**config.mk**
```make
export PLATFORM = sky130hd
export DESIGN_NAME = tspc_ctrl
export DESIGN_NICKNAME = d
export VERILOG_FILES = /design/src/rtl/tspc_pkg.sv /design/src/rtl/tspc_ctrl.sv
export SDC_FILE = /design/constraint.sdc
export NUM_CORES = 1
export LEC_CHECK = 0
export BUFFER_PORTS_ARGS = -buffer_cell sky130_fd_sc_hd__buf_4
export CORE_AREA = 10 10 47 49
export DETAILED_ROUTE_END_ITERATION = 8
export DIE_AREA = 0 0 57 59
export GPL_ROUTABILITY_DRIVEN = 0
export PLACE_DENSITY = 0.49
export SLEW_MARGIN = 20
export SYNTH_ARGS = -nofsm -noshare
export SYNTH_HDL_FRONTEND = slang
export SYNTH_SLANG_ARGS = --single-unit
```
**constraint.sdc**
```tcl
create_clock -name clk_i -period 1.3 [get_ports clk_i]
set_clock_uncertainty 0.1 [all_clocks]
set_input_delay 0.065 -clock clk_i [delete_from_list [all_inputs] [get_ports clk_i]]
set_output_delay 0.065 -clock clk_i [all_outputs]
set_load 0.01 [all_outputs]
```
**src/rtl/tspc_pkg.sv**
```systemverilog
// ----------------------------------------------------------------------------
// tspc_pkg
// Shared types and constants for the per-source-address TCP packet counter.
// ----------------------------------------------------------------------------
package tspc_pkg;

  // frame classification constants
  localparam logic [15:0] EthHeaderBytes    = 16'd14;
  localparam logic [15:0] MinIpv4FrameBytes = 16'd34;
  localparam logic [15:0] EtherTypeIpv4     = 16'h0800;
  localparam logic [7:0]  ProtoTcp          = 8'd6;

  // one table entry as stored in the RAM
  typedef struct packed {
    logic [31:0] key;
    logic [63:0] packets;
    logic [63:0] bytes;
  } entry_t;

  // one result word
  typedef struct packed {
    logic        verdict;
    logic        counted;
    logic        table_full;
    logic [63:0] packet_total;
    logic [63:0] byte_total;
  } result_t;

  // controller to datapath
  typedef struct packed {
    logic load;       // capture input word
    logic clr_idx;    // restart scan at entry 0
    logic inc_idx;    // step scan to next entry
    logic rd;         // read entry at scan index
    logic insert;     // write new entry at scan index
    logic update;     // write incremented entry at scan index
    logic set_plain;  // result for frames that are not counted
    logic set_full;   // result for a failed insert
    logic out_load;   // move result into output register
  } cmd_t;

  // datapath to controller
  typedef struct packed {
    logic is_tcp;
    logic at_end;
    logic hit;
    logic full;
    logic out_free;
  } status_t;

endpackage

```
**src/rtl/tspc_ctrl.sv**
```systemverilog
// ----------------------------------------------------------------------------
// tspc_ctrl
// Sequencer: classify, scan the filled entries, update or insert, deliver.
// ----------------------------------------------------------------------------
module tspc_ctrl (
  input  logic              clk_i,
  input  logic              rst_ni,
  input  logic              in_valid_i,
  output logic              in_ready_o,
  input  tspc_pkg::status_t status_i,
  output tspc_pkg::cmd_t    cmd_o
);
  import tspc_pkg::*;

  typedef enum logic [2:0] {
    S_IDLE,
    S_CLASS,
    S_PROBE,
    S_CHECK,
    S_DONE
  } state_e;

  state_e state_q, state_d;

  // next state and commands
  always_comb begin
    state_d    = state_q;
    cmd_o      = '0;
    in_ready_o = 1'b0;
    unique case (state_q)
      S_IDLE: begin
        in_ready_o = 1'b1;
        if (in_valid_i) begin
          cmd_o.load = 1'b1;
          state_d    = S_CLASS;
        end
      end
      S_CLASS: begin
        cmd_o.clr_idx = 1'b1;
        if (!status_i.is_tcp) begin
          cmd_o.set_plain = 1'b1;
          state_d         = S_DONE;
        end else begin
          state_d = S_PROBE;
        end
      end
      S_PROBE: begin
        if (status_i.at_end) begin
          // miss: insert at the fill point or report full
          if (status_i.full) begin
            cmd_o.set_full = 1'b1;
          end else begin
            cmd_o.insert = 1'b1;
          end
          state_d = S_DONE;
        end else begin
          cmd_o.rd = 1'b1;
          state_d  = S_CHECK;
        end
      end
      S_CHECK: begin
        if (status_i.hit) begin
          cmd_o.update = 1'b1;
          state_d      = S_DONE;
        end else begin
          cmd_o.inc_idx = 1'b1;
          state_d       = S_PROBE;
        end
      end
      S_DONE: begin
        if (status_i.out_free) begin
          cmd_o.out_load = 1'b1;
          state_d        = S_IDLE;
        end
      end
      default: state_d = S_IDLE;
    endcase
  end

  // state register
  always_ff @(posedge clk_i or negedge rst_ni) begin
    if (!rst_ni) begin
      state_q <= S_IDLE;
    end else begin
      state_q <= state_d;
    end
  end

endmodule

```
==> metrics.md <==
| Metric | Value |
|---|---|
| Post-placement cell count | 64 |
| Via count | 310 |
| Status | finished with violations |
| Final setup violation count | 10 |
| Final hold violation count | 0 |
| Rel. slew slack | 83.29% |
| Final WS setup | -0.1812 ns |
| Maximum vdd drop | 0.0007950 V |
| Average wire per standard cell | 13.22 um |
| 1st-iter DRT viols | 2 |
| WL met3 | 79 um |
| Gr usage total | 5.844% |
| Synth cell types | 18 |
| H-tree levels | 1 |
| Layout Nets | 65 |
| Worst setup EP type | primary output |
| Vias in the first global route | 317 |
| Critical Path Source Type | flip-flop |
| Ports | 18 |
| Initial antenna violation count | 0 |
| Post-Syn Area | 256.5 um2 |
| Final Core Density | 39.11% |
| Top flop regs | state_q x3 |
| Cell Chain, Critical Path | or4b_4 > inv_2 > buf_6 |
| Clk slew on worst S/H paths | 0.04 ns |
| Register area share after synthesis | 29.27% |
| Site Rows | 14 |
| Largest register FFs | 3 |
| CTS sink cnt | 3 |
| TritonCTS Buffers | 3 |
| R2r worst-path depth | 4 |
| CP Capture Point | cmd_o[2] |
| Syn Area/Cell | 9.161 um2 |
| Most frequent cells in the layout | 21 x buf_4, 4 x buf_6, 3 x nand2b_1, 3 x clkbuf_4 |
| Final min period | 1.481 ns |
| CORE AREA | 0.001401 mm2 |
| Drt via density | 4.306 |
| Area delta synth->final | 113.7% |
| I/O Buffers | 17 |
| Tcrit/Tclk final | 113.9% |
| Crit Path Category | flip-flop to primary output |
| Die ar. | 0.003363 mm2 |
| Met1 WL | 354 um |
| Pwr/cell area | 1928 mW/mm2 |
| Fmax | 0.6751 GHz |
| DRC errors left | 0 |
| Most common cell after layout, fill and taps aside | buf_4 |
| Clock latency on the worst-skew pair | 0.24 ns |
| Reg2reg start | state_q[0]$_DFFE_PN0P_ |
| First-pass GRT wire length | 1.483 mm |
| Slew Viols, Final | 0 |
| WP data required | 1.13 ns |
| Starting Density | 18.30% |
| Pwr Total | 0.001057 W |
| Register-to-Register Setup Slack | 0.01 ns |
| Critical path launch point | state_q[2]$_DFFE_PN0P_ |
| CTS tree | yes |
| Layout cells sized above 1 | 67.86% |
| DRT Pass-1 Iters | 2 |
| Syn_nets | 36 |
| Post-Route WL | 952 um |
| Largest net degree at the start of global routing | 8 |
| Crit Reg-Reg Endpoint | state_q[2]$_DFFE_PN0P_ |
| Post-synthesis cell count | 28 |
| Y dimension of the die | 59 um |
| DPL Wire Length | 688.6 um |
| Critical Path Fanout Max | 3 |
| Max Root-Sink Buffers | 2 |
| Met2 wire length | 498 um |
| Worst Max-Slew Pin Slew | 0.2472 ns |
| Pleak | 0.2614 nW |
| Post-place setup slack | -0.0002902 ns |
| Max Cap Viol | 0 |
| Violated checks | negative setup slack |
| Number of diodes | 0 |
| Yosys reg bits | 3 |
| Non-Filler Instances | 72 |
| Synth Warn # | 0 |
| Slowest CP cell | or4b_4 |
| Global route total overflow | 0 |
| Biggest register | state_q |
| Hold/Removal Path Class | input pin to flip-flop |
| Slowest cell delay on critical path | 0.53 ns |
| Root buf cell | clkbuf_4 |
| Unrepaired setup endpoints after global routing | yes |
| Crit path DAT | 1.32 ns |
| Detail Route Antenna Nets | 0 |
| Top Metal Used | met4 |
| Die X | 57 um |
## area by class of cell
cell class | instances | area, um2
repair buffers | 27 | 222.7
flip-flops and latches | 3 | 77.57
well taps | 16 | 20.02
multi-input cells | 20 | 193.9
inverters | 2 | 7.507
fillers | 149 | 853.3
clock buffers | 4 | 26.28
## cells by family after synthesis
kind of cell,share of synthesized area [%]
buffers and inverters,11.22
AO/OA/AOI/OAI,2.928
flip-flops,29.27
AND/OR/NAND/NOR,56.59
## synth_stat cells (all sizes together)
| master | number | area, um2 |
|---|---|---|
| dfrtp | 3 | 75.07 |
| or4b | 2 | 23.77 |
| nand4bb | 1 | 11.26 |
| a211oi | 1 | 7.510 |
| or3 | 1 | 6.260 |
| nor4b | 1 | 15.01 |
| nor4bb | 2 | 20.02 |
| inv | 2 | 7.510 |
| buf | 3 | 21.27 |
| and2 | 1 | 6.260 |
| nand2 | 1 | 3.750 |
| nand4b | 1 | 8.760 |
| nor2 | 3 | 11.26 |
| and4b | 1 | 10.01 |
| nand2b | 3 | 18.77 |
| nor3 | 2 | 10.01 |
## per-layer routing
layer  global-route usage (%)  vias to the layer above
met5                        0                        -
met4                    8.054                        0
met3                    3.219                        2
met2                    7.287                       12
met1                    5.847                      138
li1                         -                      158
## power breakdown
part	switching, W	internal, W
registers	0.0000515	0.000140
logic	0.000283	0.000415
clock network	0.0000526	0.000115
## per-stage QoR
step | TNS, ns | area (um2) | hold WS [ns]
floorplan | 0 | 256.5 | -0.3306
global placement | 0 | 427.9 | -0.2442
detailed placement | -0.0002902 | 427.9 | -0.2436
CTS | -1.156 | 508.0 | 0.008523
global route | -1.761 | 548.0 | 0.05938
finish | -0.9882 | 548.0 | 0.03262
## critical path: cells and delay by family (launching register included)
| kind | cells | cell delay (ns) |
|---|---|---|
| buffers and inverters | 2 | 0.16 |
| flip-flops | 1 | 0.39 |
| AND/OR/NAND/NOR | 1 | 0.53 |
## worst min path at each step
stage	from	end	slack, ns	depth (start not counted)
floorplan	rst_ni	state_q[0]$_DFFE_PN0P_	-0.33	0
global placement	rst_ni	state_q[2]$_DFFE_PN0P_	-0.24	1
detailed placement	rst_ni	state_q[2]$_DFFE_PN0P_	-0.24	1
CTS	status_i[3]	state_q[0]$_DFFE_PN0P_	0.009	3
global route	rst_ni	state_q[2]$_DFFE_PN0P_	0.06	2
finish	status_i[3]	state_q[0]$_DFFE_PN0P_	0.03	3
## repair_timing
| item | CTS | global route |
|---|---|---|
| pin swaps | 2 | 2 |
| hold endpoints to repair | 4 | 0 |
| setup endpoints to repair | 10 | 11 |
| gates resized for setup | 8 | 5 |
| setup buffers | 0 | 2 |
| hold buffers | 2 | 0 |
Note: power is estimated with default switching activity, not from simulation.
